$ cat config.mk
export PLATFORM = sky130hd
export DESIGN_NAME = command_line_argument_tokenizer_unit
export DESIGN_NICKNAME = d
export VERILOG_FILES = /design/src/hdl/clat_pkg.sv /design/src/hdl/clat_front.sv /design/src/hdl/clat_fifo.sv /design/src/hdl/clat_back.sv /design/src/hdl/command_line_argument_tokenizer_unit.sv
export SDC_FILE = /design/constraint.sdc
export NUM_CORES = 1
export LEC_CHECK = 0
export BUFFER_PORTS_ARGS = -buffer_cell sky130_fd_sc_hd__buf_2
export CAP_MARGIN = 15
export CORE_AREA = 5 5 107 109
export DETAILED_ROUTE_END_ITERATION = 7
export DIE_AREA = 0 0 112 114
export PLACE_DENSITY = 0.77
export SYNTH_ARGS = -nofsm -noshare
export SYNTH_HDL_FRONTEND = slang
export SYNTH_SLANG_ARGS = --single-unit
export TNS_END_PERCENT = 30
$ cat constraint.sdc
create_clock -name clk_i -period 6.25 [get_ports clk_i]
set_input_delay 0.3125 -clock clk_i [delete_from_list [all_inputs] [get_ports clk_i]]
set_output_delay 0.3125 -clock clk_i [all_outputs]
set_load 0.005 [all_outputs]
$ cat src/hdl/clat_pkg.sv
// Shared types and constants for the command line argument tokenizer.
package clat_pkg;

  localparam int RUN_LIMIT_DEF  = 32;
  localparam int FIFO_DEPTH_DEF = 4;

  localparam logic [7:0] CH_NUL   = 8'h00;
  localparam logic [7:0] CH_SPACE = 8'h20;
  localparam logic [7:0] CH_TAB   = 8'h09;
  localparam logic [7:0] CH_CR    = 8'h0D;
  localparam logic [7:0] CH_LF    = 8'h0A;
  localparam logic [7:0] CH_DQUOTE = 8'h22;
  localparam logic [7:0] CH_BSLASH = 8'h5C;

  typedef enum logic [1:0] {
    KIND_CHAR     = 2'd0,
    KIND_END_ARG  = 2'd1,
    KIND_END_LINE = 2'd2
  } kind_e;

  // What follows the held backslashes of one command.
  typedef enum logic [2:0] {
    TAIL_NONE,
    TAIL_CHAR,
    TAIL_EARG,
    TAIL_EARG_ELINE,
    TAIL_ELINE
  } tail_e;

  localparam int TAIL_W = $bits(tail_e);

  function automatic logic is_sep(input logic [7:0] c);
    return (c == CH_SPACE) || (c == CH_TAB) || (c == CH_CR) || (c == CH_LF);
  endfunction

endpackage

$ cat src/hdl/clat_front.sv
// Front end: parses characters, tracks quote/backslash state, issues commands.
module clat_front import clat_pkg::*; #(
  parameter int RUN_LIMIT = RUN_LIMIT_DEF,
  localparam int SW = $clog2(RUN_LIMIT + 1),
  localparam int PW = $clog2(RUN_LIMIT + 3)
) (
  input  logic          clk_i,
  input  logic          rst_ni,
  input  logic          accept_i,
  input  logic [7:0]    ch_i,
  output logic          cmd_valid_o,
  output logic [SW-1:0] cmd_nslash_o,
  output logic [PW-1:0] cmd_last_pos_o,
  output tail_e         cmd_tail_o,
  output logic [7:0]    cmd_char_o
);

  logic          in_arg_q, in_arg_d;
  logic          in_quotes_q, in_quotes_d;
  logic          pend_q, pend_d;
  logic [SW-1:0] run_q, run_d;

  logic          use_arg;
  logic [SW-1:0] r;
  logic          q;
  logic [SW-1:0] nslash;
  tail_e         tail;
  logic [7:0]    chr;
  logic [PW-1:0] ntail;

  always_comb begin
    in_arg_d    = in_arg_q;
    in_quotes_d = in_quotes_q;
    pend_d      = pend_q;
    run_d       = run_q;
    nslash      = '0;
    tail        = TAIL_NONE;
    chr         = CH_NUL;
    use_arg     = 1'b1;
    r           = run_q;
    q           = in_quotes_q;

    if (pend_q) begin
      pend_d      = 1'b0;
      in_quotes_d = 1'b0;
      q           = 1'b0;
      if (ch_i == CH_DQUOTE) begin
        tail    = TAIL_CHAR;
        chr     = CH_DQUOTE;
        use_arg = 1'b0;
      end
    end else if (!in_arg_q) begin
      r = '0;
      if (ch_i == CH_NUL) begin
        tail        = TAIL_ELINE;
        in_arg_d    = 1'b0;
        in_quotes_d = 1'b0;
        run_d       = '0;
        use_arg     = 1'b0;
      end else if (is_sep(ch_i)) begin
        use_arg = 1'b0;
      end else begin
        in_arg_d    = 1'b1;
        in_quotes_d = 1'b0;
        q           = 1'b0;
        run_d       = '0;
      end
    end

    if (use_arg) begin
      if (ch_i == CH_BSLASH) begin
        run_d = (r < SW'(RUN_LIMIT)) ? r + 1'b1 : r;
      end else if (ch_i == CH_DQUOTE) begin
        nslash = r >> 1;
        run_d  = '0;
        if (r[0]) begin
          tail = TAIL_CHAR;
          chr  = CH_DQUOTE;
        end else if (q) begin
          pend_d = 1'b1;
        end else begin
          in_quotes_d = 1'b1;
        end
      end else begin
        nslash = r;
        run_d  = '0;
        if (ch_i == CH_NUL) begin
          tail        = TAIL_EARG_ELINE;
          in_arg_d    = 1'b0;
          in_quotes_d = 1'b0;
          pend_d      = 1'b0;
        end else if (!q && is_sep(ch_i)) begin
          tail     = TAIL_EARG;
          in_arg_d = 1'b0;
        end else begin
          tail = TAIL_CHAR;
          chr  = ch_i;
        end
      end
    end
  end

  always_comb begin
    case (tail)
      TAIL_NONE:       ntail = PW'(0);
      TAIL_EARG_ELINE: ntail = PW'(2);
      default:         ntail = PW'(1);
    endcase
  end

  assign cmd_valid_o    = accept_i && ((nslash != '0) || (tail != TAIL_NONE));
  assign cmd_nslash_o   = nslash;
  assign cmd_last_pos_o = PW'(nslash) + ntail - PW'(1);
  assign cmd_tail_o     = tail;
  assign cmd_char_o     = chr;

  always_ff @(posedge clk_i or negedge rst_ni) begin
    if (!rst_ni) begin
      in_arg_q    <= 1'b0;
      in_quotes_q <= 1'b0;
      pend_q      <= 1'b0;
      run_q       <= '0;
    end else if (accept_i) begin
      in_arg_q    <= in_arg_d;
      in_quotes_q <= in_quotes_d;
      pend_q      <= pend_d;
      run_q       <= run_d;
    end
  end

endmodule

$ cat src/hdl/clat_fifo.sv
// Small register queue carrying commands from the front end to the back end.
module clat_fifo #(
  parameter int WIDTH = 8,
  parameter int DEPTH = 4,
  localparam int AW = (DEPTH > 1) ? $clog2(DEPTH) : 1,
  localparam int CW = $clog2(DEPTH + 1)
) (
  input  logic             clk_i,
  input  logic             rst_ni,
  input  logic             push_i,
  input  logic [WIDTH-1:0] wdata_i,
  output logic             full_o,
  input  logic             pop_i,
  output logic [WIDTH-1:0] rdata_o,
  output logic             empty_o
);

  logic [WIDTH-1:0] mem_q [DEPTH];
  logic [AW-1:0]    wptr_q, rptr_q;
  logic [CW-1:0]    cnt_q;
  logic             do_push, do_pop;

  assign full_o  = (cnt_q == CW'(DEPTH));
  assign empty_o = (cnt_q == '0);
  assign do_push = push_i && !full_o;
  assign do_pop  = pop_i && !empty_o;
  assign rdata_o = mem_q[rptr_q];

  always_ff @(posedge clk_i) begin
    if (do_push) begin
      mem_q[wptr_q] <= wdata_i;
    end
  end

  always_ff @(posedge clk_i or negedge rst_ni) begin
    if (!rst_ni) begin
      wptr_q <= '0;
      rptr_q <= '0;
      cnt_q  <= '0;
    end else begin
      if (do_push) begin
        wptr_q <= (wptr_q == AW'(DEPTH - 1)) ? '0 : wptr_q + 1'b1;
      end
      if (do_pop) begin
        rptr_q <= (rptr_q == AW'(DEPTH - 1)) ? '0 : rptr_q + 1'b1;
      end
      if (do_push && !do_pop) begin
        cnt_q <= cnt_q + 1'b1;
      end else if (do_pop && !do_push) begin
        cnt_q <= cnt_q - 1'b1;
      end
    end
  end

endmodule

$ cat src/hdl/clat_back.sv
// Back end: expands one command into result transactions, one per cycle while results are popped.
module clat_back import clat_pkg::*; #(
  parameter int RUN_LIMIT = RUN_LIMIT_DEF,
  localparam int SW = $clog2(RUN_LIMIT + 1),
  localparam int PW = $clog2(RUN_LIMIT + 3)
) (
  input  logic          clk_i,
  input  logic          rst_ni,
  input  logic          cmd_empty_i,
  input  logic [SW-1:0] cmd_nslash_i,
  input  logic [PW-1:0] cmd_last_pos_i,
  input  tail_e         cmd_tail_i,
  input  logic [7:0]    cmd_char_i,
  output logic          cmd_pop_o,
  output logic          empty_o,
  input  logic          pop_i,
  output logic [7:0]    out_char_o,
  output logic [1:0]    kind_o,
  output logic          last_o
);

  logic          ovalid_q;
  logic [PW-1:0] pos_q;
  logic [7:0]    char_q, char_d;
  kind_e         kind_q, kind_d;
  logic          last_q, last_d;
  logic          adv, emit;

  assign adv  = !ovalid_q || pop_i;
  assign emit = adv && !cmd_empty_i;
  assign cmd_pop_o = emit && last_d;

  always_comb begin
    last_d = (pos_q == cmd_last_pos_i);
    char_d = CH_NUL;
    kind_d = KIND_END_LINE;
    if (pos_q < PW'(cmd_nslash_i)) begin
      kind_d = KIND_CHAR;
      char_d = CH_BSLASH;
    end else if (pos_q == PW'(cmd_nslash_i)) begin
      case (cmd_tail_i)
        TAIL_CHAR: begin
          kind_d = KIND_CHAR;
          char_d = cmd_char_i;
        end
        TAIL_EARG, TAIL_EARG_ELINE: kind_d = KIND_END_ARG;
        default:                    kind_d = KIND_END_LINE;
      endcase
    end
  end

  always_ff @(posedge clk_i or negedge rst_ni) begin
    if (!rst_ni) begin
      ovalid_q <= 1'b0;
      pos_q    <= '0;
    end else begin
      if (emit) begin
        ovalid_q <= 1'b1;
        pos_q    <= last_d ? '0 : pos_q + 1'b1;
      end else if (pop_i) begin
        ovalid_q <= 1'b0;
      end
    end
  end

  always_ff @(posedge clk_i) begin
    if (emit) begin
      char_q <= char_d;
      kind_q <= kind_d;
      last_q <= last_d;
    end
  end

  assign empty_o    = !ovalid_q;
  assign out_char_o = char_q;
  assign kind_o     = kind_q;
  assign last_o     = last_q;

endmodule

$ cat src/hdl/command_line_argument_tokenizer_unit.sv
// Top level of the command line argument tokenizer.
//
//   channel  | handshake        | fields
//   ---------+------------------+---------------------------------
//   input    | push / full      | ch_i
//   result   | empty / pop      | out_char_o, kind_o, last_o
//
// One character is taken per cycle while the command queue has room.
// Each character yields at most one command; the back end emits one result
// per cycle while results are popped, and a command with N held backslashes
// yields N plus up to two results. The first result of a character passes
// through the command queue and the back end's output register to the outputs.
// Reset clears all parse state, the command queue and the output register.
module command_line_argument_tokenizer_unit import clat_pkg::*; #(
  parameter int RUN_LIMIT  = RUN_LIMIT_DEF,
  parameter int FIFO_DEPTH = FIFO_DEPTH_DEF
) (
  input  logic       clk_i,
  input  logic       rst_ni,
  input  logic       push,
  output logic       full,
  input  logic [7:0] ch_i,
  output logic       empty,
  input  logic       pop,
  output logic [7:0] out_char_o,
  output logic [1:0] kind_o,
  output logic       last_o
);

  localparam int SW = $clog2(RUN_LIMIT + 1);
  localparam int PW = $clog2(RUN_LIMIT + 3);
  localparam int CMD_W = SW + PW + TAIL_W + 8;

  logic             accept;
  logic             cmd_valid;
  logic [SW-1:0]    f_nslash, b_nslash;
  logic [PW-1:0]    f_last_pos, b_last_pos;
  tail_e            f_tail, b_tail;
  logic [7:0]       f_char, b_char;
  logic [CMD_W-1:0] wdata, rdata;
  logic             q_full, q_empty, q_pop;

  assign accept = push && !q_full;
  assign full   = q_full;

  clat_front #(.RUN_LIMIT(RUN_LIMIT)) u_front (
    .clk_i,
    .rst_ni,
    .accept_i       (accept),
    .ch_i,
    .cmd_valid_o    (cmd_valid),
    .cmd_nslash_o   (f_nslash),
    .cmd_last_pos_o (f_last_pos),
    .cmd_tail_o     (f_tail),
    .cmd_char_o     (f_char)
  );

  assign wdata = {f_nslash, f_last_pos, f_tail, f_char};

  clat_fifo #(.WIDTH(CMD_W), .DEPTH(FIFO_DEPTH)) u_fifo (
    .clk_i,
    .rst_ni,
    .push_i  (cmd_valid),
    .wdata_i (wdata),
    .full_o  (q_full),
    .pop_i   (q_pop),
    .rdata_o (rdata),
    .empty_o (q_empty)
  );

  assign b_nslash   = rdata[CMD_W-1 -: SW];
  assign b_last_pos = rdata[CMD_W-SW-1 -: PW];
  assign b_tail     = tail_e'(rdata[8 +: TAIL_W]);
  assign b_char     = rdata[7:0];

  clat_back #(.RUN_LIMIT(RUN_LIMIT)) u_back (
    .clk_i,
    .rst_ni,
    .cmd_empty_i    (q_empty),
    .cmd_nslash_i   (b_nslash),
    .cmd_last_pos_i (b_last_pos),
    .cmd_tail_i     (b_tail),
    .cmd_char_i     (b_char),
    .cmd_pop_o      (q_pop),
    .empty_o        (empty),
    .pop_i          (pop),
    .out_char_o,
    .kind_o,
    .last_o
  );

endmodule

== Yosys cells after proc, flatten, opt, wreduce, memory -nomap -nowiden ==
Memory sizes are Yosys's and may differ from the RTL's.
Cells that the tools add are included.
Storage, ports and cells
  register bits after elaboration: 34
  bits in latches: 0
  RAM bits: 92
  ROM bits: 0
  input port bits: 12
  word-level logic and storage cells: 149
  memories kept: 1
Cells by class
  add/sub/neg operators: 8
  multipliers: 0
  divide/modulo/power cells: 0
  order comparisons: 2
  eq/ne operators: 18
  shifts and indexed selects: 0
  mux-type cells: 73
  bitwise gates (word level): 2
  reductions and logical operators: 31
Memory list
  u_fifo.mem_q: words 4, bits a word 23, read ports 1, clocked after memory_dff 0, write ports 1, line clat_fifo.sv:18  | logic [WIDTH-1:0] mem_q [DEPTH];
Operators with widths (number)
  6-bit two-way mux: 14
  8-bit two-way mux: 7
  1-bit two-way mux: 34
  3-bit two-way mux: 10
  8-bit by 4-bit equality test with 1-bit output, second input constant: 3
  8-bit by 6-bit equality test with 1-bit output, second input constant: 2
  7-bit two-way mux: 2
  6-bit by 1-bit adder with 6-bit output, second input constant: 2
  6-bit equality test: 2
  3-bit by 2-bit equality test with 1-bit output, second input constant: 3
  1-bit logical AND: 9
  8-bit by 7-bit equality test with 1-bit output, second input constant: 1
  8-bit zero test: 1
  2-bit two-way mux: 4
  2-bit one-hot mux with 2 select lines: 2
  6-bit by 2-bit adder with 6-bit output: 1
  1-bit zero test: 6
  3-bit zero test: 2
  6-bit < comparator: 1
  6-bit < comparator, second input constant: 1
  6-bit nonzero test: 1
  6-bit by 1-bit subtractor with 6-bit output, second input constant: 1
  1-bit logical OR: 5
  2-bit by 1-bit adder with 2-bit output, second input constant: 2
  13 further kinds: 18

== Logic depth before layout (Yosys ltp) ==
Gate-level depths: netlist of run 1.
  depth after elaboration: 23
  mapped depth: 17
  gate-level depth less buffers: 15

== Cells and area by module ==
From an unflattened synthesis of run 1, not the netlist that was laid out.
Unflattened totals
  cells, all modules: 445
  area total of the unflattened synthesis: 6272.3 µm²
Modules (own cells, without submodules)
  clat_fifo: instances 1, cells an instance 158, area an instance 3761.1 µm²
  clat_front: instances 1, cells an instance 179, area an instance 1322.5 µm²
  clat_back: instances 1, cells an instance 107, area an instance 1174.9 µm²
  command_line_argument_tokenizer_unit: instances 1, cells an instance 1, area an instance 13.8 µm²

== Least setup slack after synthesis of run 1 ==
Ideal clock, no wire load.
  path kind: in2reg
  start point: input port ch_i[4]
  end point: register u_fifo.cnt_q[1]
  arrival time: 3.263 ns
  data required time: 6.125 ns
  slack: 2.863 ns
  cell stages on the path: 14
  path buffers: 1
  cells stage by stage: or3_4 or3_1 buf_4 a22o_1 a32o_1 nand2_1 ha_1 nand2_1 nor3_1 a21oi_4 ha_1 inv_1 fa_1 mux2_2
On the way
  cells in the longest elaborated chain, start to end: 22
  elaborated cells on any way between the ends: 44
  those cells by class: eq/ne (6); mux (23); reduce/logical (15)
RTL lines
  start: declaration: line command_line_argument_tokenizer_unit.sv:22  | input logic [7:0] ch_i,
  8-bit by 6-bit equality test with 1-bit output or 8-bit by 4-bit equality test with 1-bit output (tied branches): line clat_pkg.sv:33  | return (c == CH_SPACE) || (c == CH_TAB) || (c == CH_CR) || (c == CH_LF);
  1-bit logical OR (3 in a row): line clat_pkg.sv:33
  1-bit two-way mux: line clat_front.sv:60  | end else if (is_sep(ch_i)) begin
  1-bit two-way mux: line clat_front.sv:54  | if (ch_i == CH_NUL) begin
  1-bit two-way mux: line clat_front.sv:52  | end else if (!in_arg_q) begin
  1-bit two-way mux: line clat_front.sv:43  | if (pend_q) begin
  1-bit zero test: line clat_front.sv:92  | end else if (!q && is_sep(ch_i)) begin
  1-bit logical AND: line clat_front.sv:92
  (+5 left out)
  3-bit nonzero test: line clat_front.sv:111  | assign cmd_valid_o = accept_i && ((nslash != '0) || (tail != TAIL_NONE));
  1-bit logical OR *: line clat_front.sv:111
  1-bit logical AND *: line clat_front.sv:111
  1-bit logical AND *: line clat_fifo.sv:25  | assign do_push = push_i && !full_o;
  named net u_fifo.do_push: line clat_fifo.sv:21  | logic do_push, do_pop;
  1-bit zero test: line clat_fifo.sv:49  | end else if (do_pop && !do_push) begin
  1-bit logical AND: line clat_fifo.sv:49
  2-bit nonzero test (no source line)
  end signal: assignment: line clat_fifo.sv:48  | cnt_q <= cnt_q + 1'b1;
  end signal: assignment: line clat_fifo.sv:50  | cnt_q <= cnt_q - 1'b1;
  end: declaration: line clat_fifo.sv:20  | logic [CW-1:0] cnt_q;
The timed path passes the listed nets; every way through them passes the cells marked *.
A chain may end at the register's enable or synchronous reset.

== Worst setup path after layout of run 1 ==
  start point: register u_fifo.rptr_q[0]
  end point: register u_fifo.cnt_q[1]
On the way
  cells in the longest elaborated chain, start to end: 7
  elaborated cells on any way between the ends: 9
  those cells by class: eq/ne (1); mux (1); reduce/logical (6); memory (1)
RTL lines
  start: declaration: line clat_fifo.sv:19  | logic [AW-1:0] wptr_q, rptr_q;
  start signal: assignment: line clat_fifo.sv:45  | rptr_q <= (rptr_q == AW'(DEPTH - 1)) ? '0 : rptr_q + 1'b1;
  memory 4 x 23 bit *
  6-bit equality test *: line clat_back.sv:34  | last_d = (pos_q == cmd_last_pos_i);
  1-bit logical AND *: line clat_back.sv:31  | assign cmd_pop_o = emit && last_d;
  1-bit logical AND *: line clat_fifo.sv:26  | assign do_pop = pop_i && !empty_o;
  1-bit zero test: line clat_fifo.sv:47  | if (do_push && !do_pop) begin
  1-bit logical AND: line clat_fifo.sv:47
  3-bit two-way mux or 2-bit nonzero test (tied branches)
Mark *: on every way between the ends. The rest lies on a longest branch, timed or not.

==> results of run 1 <==
-- metrics by stage --
stage / instances / area (µm²)
4_1_cts: 607 / 6920
5_1_grt: 607 / 6920
3_5_place_dp: 573 / 6330
3_3_place_gp: 573 / 6330
2_1_floorplan: 419 / 6070
6_report: 607 / 6920
-- worst paths after layout --
kind / end / startpoint / cells after the start
max: u_fifo.cnt_q[1] / u_fifo.rptr_q[0] / 10
min: u_fifo.mem_q[0][7] / ch_i[7] / 1
max reg2reg: u_fifo.cnt_q[1] / u_fifo.rptr_q[0] / 10
min reg2reg: u_fifo.cnt_q[2] / u_fifo.cnt_q[2] / 1
max in group asynchronous: u_fifo.wptr_q[1] / rst_ni / 2
min in group asynchronous: u_fifo.rptr_q[1] / rst_ni / 2
-- power groups by stage --
| stage | Clock [mW] | Combinational [mW] | Sequential [mW] |
|---|---|---|---|
| global placement | 0 | 0.756 | 1.21 |
| floorplan | 0 | 0.576 | 1.21 |
| finish | 0.930 | 0.786 | 1.21 |
| CTS | 0.942 | 0.800 | 1.22 |
| global route | 0.986 | 0.872 | 1.23 |
| detailed placement | 0 | 0.785 | 1.22 |
-- metal layers --
metal / vias up / track usage (%) / routed length, µm / share of wire (%)
li1: 1673 / - / - / -
met1: 1788 / 25.8 / 4930 / 41
met3: 23 / 4.67 / 582 / 4.8
met4: 0 / 8.01 / 335 / 2.8
met2: 121 / 34.1 / 6210 / 51
met5: - / 0 / 0 / 0
-- logic make-up after synthesis --
kind of cell,synth area share [%]
AOI/OAI and AO/OA,7.95
xor gates and xnor gates,2.02
adders and majority gates,5.19
buffers and inverters,3.19
DFF,60.4
muxes,9.58
and+or+nand+nor,11.7
-- flip-flops by register name, summed over array words and instances (netlist names) --
name and flops:
u_fifo.mem_q 92, u_back.out_char_o 8, u_back.pos_q 6, u_front.run_q 6, u_fifo.cnt_q 3, u_back.kind_o 2
u_fifo.rptr_q 2, u_fifo.wptr_q 2, u_back.last_o 1, u_back.ovalid_q 1, u_front.in_arg_q 1, u_front.in_quotes_q 1
u_front.pend_q 1
-- cells in the mapped netlist, types with 10 or more instances --
library cell  instances  area, µm²
nor2_1               20       75.1
mux4_2               23        518
dfrtp_1              23        576
and2_1               16        100
nand3_1              10       50.1
inv_1                28        105
nand2_1              18       67.6
edfxtp_1            103       3090
o21ai_0              17       85.1
ha_1                 22        275
-- cell usage in the layout, fill, tap and decap left out, types with 10 or more instances in the layout --
| cell | count |
|---|---|
| edfxtp_1 | 103 |
| o21ai_0 | 17 |
| nand3_1 | 10 |
| dfrtp_1 | 23 |
| ha_1 | 22 |
| inv_1 | 28 |
| buf_2 | 24 |
| nor2_1 | 20 |
| clkbuf_16 | 16 |
| and2_1 | 16 |
| mux4_2 | 23 |
| nand2_1 | 18 |
-- layout make-up --
cell class              count  area (µm²)  share of cell area (%)
flip-flops and latches    126        3670                    53.0
multi-input cells         248        2210                    32.0
clock buffers              17         414                    5.99
repair buffers             33         193                    2.79
well taps                 140         175                    2.53
clock inverters            15         150                    2.17
inverters                  28         105                    1.52
-- worst reg2reg max path, delay by kind of cell (launching register included) --
family / cells / cell delay (ps)
flops: 1 / 320
simple gates: 2 / 560
buf+inv: 3 / 630
mux: 2 / 890
fa+ha+maj: 2 / 650
xor+xnor: 1 / 150
-- what timing repair did --
item                      CTS  global route
setup buffers               0             0
hold endpoints to repair   24             0
gates resized for setup     0             0
hold buffers                2             0
==> key figures, run 1 <==
Timing
  – Max frequency: about 300 MHz
  – Fin Setup TNS: 0 ps
  – Worst Hold Slack: between 60 and 70 ps
  – Max_slew headroom: between 40% and 50%
  – Fin. max-slew vios: 0
  – RSZ-0062 raised after global routing: false
  – Final Hold Viols: 0
  – Final worst slack: 2940 ps
  – Slew @ Worst Pin: between 700 and 800 ps
  – Layout Skew: 11.1 ps
  – # setup viols final: 0
  – Crit share post-route: 53.0%
  – Fin crit period: approximately 3300 ps

Drt
  – Total wire length: approximately 12000 µm
  – Initial DRC count: 288
  – Vias per cell: about 5.9
  – Final ANT Viol Nets: 0
  – Vias: about 3600
  – Post-route DRC: 0
  – Avg WL per Cell: slightly below 20 µm
  – Drt pass-1 iters: 5

Setup path
  – Worst path slowest cell: mux4_2
  – Crit path largest cell delay: slightly above 600 ps
  – Setup CP Type: flop to flop
  – Crit path required time: about 6700 ps
  – CP arrival: roughly 3700 ps
  – R2R Setup Slk: 2940 ps
  – WP buf/inv: 3
  – CP startpoint kind: flop
  – Most common cell on crit path: inv_1
  – Crit Path Max Fanout: 26
  – CP Cell Sequence: buf_4, mux4_2, xnor2_1, nand4_1, nor2_2, inv_1, ha_1, inv_1, fa_1, mux2_2
  – Crit end category: flop
  – Worst path top cell family by delay: multiplexers

Layout
  – Layout area overhead: 13.9%
  – ANT cells: 0
  – Fin nets: 490
  – Fill cell count: ~710
  – Fin util: between 60 and 70%
  – Share of layout cells above drive strength 1: a little under a quarter

Yosys
  – Ys Warns: 0
  – Yosys reg bits: 126
  – Post-synth top flop: edfxtp_1
  – Number of flops mapped to enable cells by yosys: 103
  – Post-synthesis cell area: between 6000 and 7000 µm²
  – Post-synthesis async set-or-reset flop share: 18.3%
  – Mapped Cells: roughly 420
  – Mapped Nets: 455
  – Mapped Avg Cell Area: 14.5 µm²
  – Post-synthesis sequential area ratio: ~60%
  – Post-synth cell types: 62

Clock network
  – Max clock buf depth: 2
  – Clk_lat worst skew: 520 ps
  – Clk sink count: 126
  – Inserted Clock Buffers: 17
  – Htree depth: 4
  – Clk slew on worst S/H paths: 60 ps
  – CTS tree: yes
  – Clock root cell: clkbuf_8

Place
  – Port Buf Inserts: 24
  – Pre-CTS WS: around 2400 ps
  – Global placement routability congestion: around 0.89
  – Final HPWL DP: roughly 7900 µm

GRT
  – Initial antenna violation count: 0
  – Total gr overflow: 0
  – Vias in the first global route: about 3700
  – Global-route wire length before repair: around 20000 µm
  – Largest net degree at the start of global routing: 27
  – GRT Util Overall: between 20 and 25%

Floorplan
  – Die height: roughly 110 µm
  – Chip Width: approximately 110 µm
  – Initial Utilization: slightly below 60%
  – CORE AREA: 10500 µm²
  – Die area: 12800 µm²
  – Num rows: 38
  – # IOs: 25

Pwr
  – Power Density: about 420 nW/µm²
  – VDD IR max: approximately 0.00026 V
  – Comb pwr share: 26.8%
  – Tot Pwr: between 2 and 3 mW
  – Sw Share: a little under a third
  – Cell internal pwr: approximately 2.0 mW
  – Clock power frac: approximately a third
  – Leakage: 2.56 nW
  – NetSw: between 0.9 and 1 mW
  – Sequential Power Share: between 40% and 50%

Hold path
  – Hold WC Path Type: input pin to flop

Job
  – Max_cap viols: 0

Status
  – Status: finished clean
Power figures use the tool's default switching activity.
==> run 2, diff against run 1 <==
==> constraint.sdc (replaced) <==
create_clock -name clk_i -period 3.15 [get_ports clk_i]
set_input_delay 0.1575 -clock clk_i [delete_from_list [all_inputs] [get_ports clk_i]]
set_output_delay 0.1575 -clock clk_i [all_outputs]
set_load 0.005 [all_outputs]
==> run 2 against run 1 <==
  * Global-route usage up 0.84 points
  * Routed wire length up 4.0%
  * Fmax rose by 13%
  * First-iteration DRC count up 10%
  * Final area rose by 4.7%
  * Worst hold slack better by 28 ps
  * Count of clock-buffer cells in the layout increased by 1
  * Die area did not move
  * Combinational power grew 110%
  * Clock skew is 4.7 ps lower
  * Largest cell class unchanged
==> key figures, run 2 (synthesized netlist as in run 1, its figures left out) <==
Status
  – Status: finished clean

Clock network
  – Clk slew on worst S/H paths: 60 ps (about the same)
  – Clk_lat worst skew: 520 ps (about the same)
  – Clock root cell: clkbuf_8
  – CTS tree: yes
  – Max clock buf depth: 2 (unchanged)
  – Htree depth: 4 (unchanged)
  – Inserted Clock Buffers: 17 (unchanged)
  – Post-CTS Setup Bufs: 0 (unchanged)
  – Clk sink count: 126 (unchanged)

Timing
  – RSZ-0062 raised after global routing: false
  – Final worst slack: 222 ps (-2710 ps)
  – Layout Skew: 6.37 ps (-4.73 ps)
  – Fin Setup TNS: 0 ps (unchanged)
  – Crit share post-route: 93.0% (+40 points)
  – Fin. max-slew vios: 0 (unchanged)
  – Final Hold Viols: 0 (unchanged)
  – Fin crit period: 2930 ps (-387 ps)
  – Max_slew headroom: 59.8% (+12 points)
  – Slew @ Worst Pin: 599 ps (-186 ps)
  – # setup viols final: 0 (unchanged)
  – Max frequency: 341 MHz (+13%)

Floorplan
  – Die area: 12800 µm² (unchanged)
  – Initial Utilization: 57.8% (unchanged)
  – Die height: 114 µm (unchanged)
  – Num rows: 38 (unchanged)
  – CORE AREA: 10500 µm² (unchanged)
  – # IOs: 25 (unchanged)
  – Chip Width: 112 µm (unchanged)

Place
  – Global placement routability congestion: 0.851 (-4.9%)
  – Final HPWL DP: 8230 µm (+4.3%)
  – Pre-CTS WS: -143 ps (-2570 ps)
  – Port Buf Inserts: 24 (unchanged)

Drt
  – Top sig layer: met4
  – Total wire length: 12500 µm (+4.0%)
  – Vias per cell: 5.81 (-2.1%)
  – Final ANT Viol Nets: 0 (unchanged)
  – M1 wire length: 5030 µm (+2.0%)
  – Metal3 WL: 697 µm (+20%)
  – Vias: 3708 (+2.9%)
  – Post-route DRC: 0 (unchanged)
  – Metal2 WL: 6580 µm (+6.1%)
  – Avg WL per Cell: 19.6 µm (-1.1%)
  – Drt pass-1 iters: 5 (unchanged)
  – Initial DRC count: 317 (+10%)

Setup path
  – WP buf/inv: 2 (-1)
  – CP arrival: 3180 ps (-540 ps)
  – R2r startpoint: u_fifo.rptr_q[0]
  – Crit Path Max Fanout: 11 (-58%)
  – CP startpoint kind: flop
  – Crit path largest cell delay: 530 ps (-80 ps)
  – CP Cell Sequence: buf_4, mux4_2, inv_1, ha_1, nor2b_1, o21ai_0, a21oi_1, o2111ai_2, o21ai_0
  – Worst path top cell family by delay: compound AO/OA/AOI/OAI gates
  – Worst path slowest cell: dfrtp_2
  – Crit path required time: 3400 ps (-3260 ps)
  – Crit end category: flop
  – Most common cell on crit path: o21ai_0
  – Setup CP Type: flop to flop
  – Critical Path Start: u_fifo.rptr_q[0]

Hold path
  – Hold WC Path Type: input pin to flop
  – Hold wc startpoint: ch_i[6]

Layout
  – Top reg by flops: u_fifo.mem_q
  – Fin nets: 521 (+6.3%)
  – Share of layout cells above drive strength 1: 28.7% (+5.6 points)
  – Most frequent cells in the layout: edfxtp_1 (103), buf_4 (33), inv_1 (28)
  – ANT cells: 0 (unchanged)
  – Most common cell after layout, fill and taps aside: edfxtp_1
  – Layout area overhead: 19.3%
  – Max reg flops: 92 (unchanged)

GRT
  – Initial antenna violation count: 0 (unchanged)
  – Global-route wire length before repair: 20400 µm (+3.8%)
  – Vias in the first global route: 3927 (+7.0%)
  – Largest net degree at the start of global routing: 24 (-11%)
  – Total gr overflow: 0 (unchanged)
  – GRT Util Overall: 21.1% (+0.84 points)

Pwr
  – VDD IR max: 0.000444 V (+68%)
  – Power Density: 821 nW/µm² (+94%)
  – Leakage: 2.72 nW (+6.3%)
  – Tot Pwr: 5.95 mW (+100%)

Job
  – Max_cap viols: 0 (unchanged)
[run 2: area by class of cell]
type / instances / area [µm²]
Inverter: 28 / 105
Clock buffer: 18 / 418
Timing Repair Buffer: 64 / 478
Clock inverter: 14 / 158
Fill cell: 708 / 3260
Sequential cell: 126 / 3670
Multi-Input combinational cell: 248 / 2240
Tap cell: 140 / 175
[run 2: final timing paths]
check                           depth (start not counted)  slack [ps]                    to
worst max-delay path                                    9         220  u_back.out_char_o[2]
worst min-delay path                                    2          90    u_fifo.mem_q[3][6]
worst max register to register                          9         220  u_back.out_char_o[2]
worst min register to register                          1         490       u_fifo.cnt_q[2]
max in group asynchronous                               2        2550        u_front.pend_q
min in group asynchronous                               2         180       u_back.pos_q[1]
[run 2: worst register-to-register path: stages, from the launching register on]
cell,delay (ps)
dfrtp_2,530
buf_4,280
mux4_2,540
inv_1,90
ha_1,260
nor2b_1,150
o21ai_0,180
a21oi_1,120
o2111ai_2,360
o21ai_0,160
[run 2: where the power goes]
group	internal, mW	switching, mW	leakage [nW]
Combinational	0.791	0.839	1.22
Clock	1.14	0.734	0.261
Sequential	2.24	0.210	1.24
[run 2: metal layers]
metal / vias to the layer above / GRT usage (%)
li1: 1729 / -
met2: 105 / 36.0
met5: - / 0
met3: 23 / 6.58
met4: 0 / 6.81
met1: 1851 / 26.0
[run 2: timing repair]
| item | 4_1_cts | 5_1_grt |
|---|---|---|
| endpoints found under the hold margin | 28 | 0 |
| gates resized for setup | 0 | 6 |
| setup endpoints to repair | 0 | 20 |
| hold buffers | 3 | 0 |
[run 2: metrics by stage]
step,cells,instance area (µm²),util (%),hold WS [ps]
after floorplan,419,6080,-,-138
after global placement,603,6610,62.9,171
after detailed placement,603,6610,62.9,183
after CTS,638,7220,68.7,56.5
after global routing,638,7240,68.9,79.3
final,638,7240,68.9,94.5
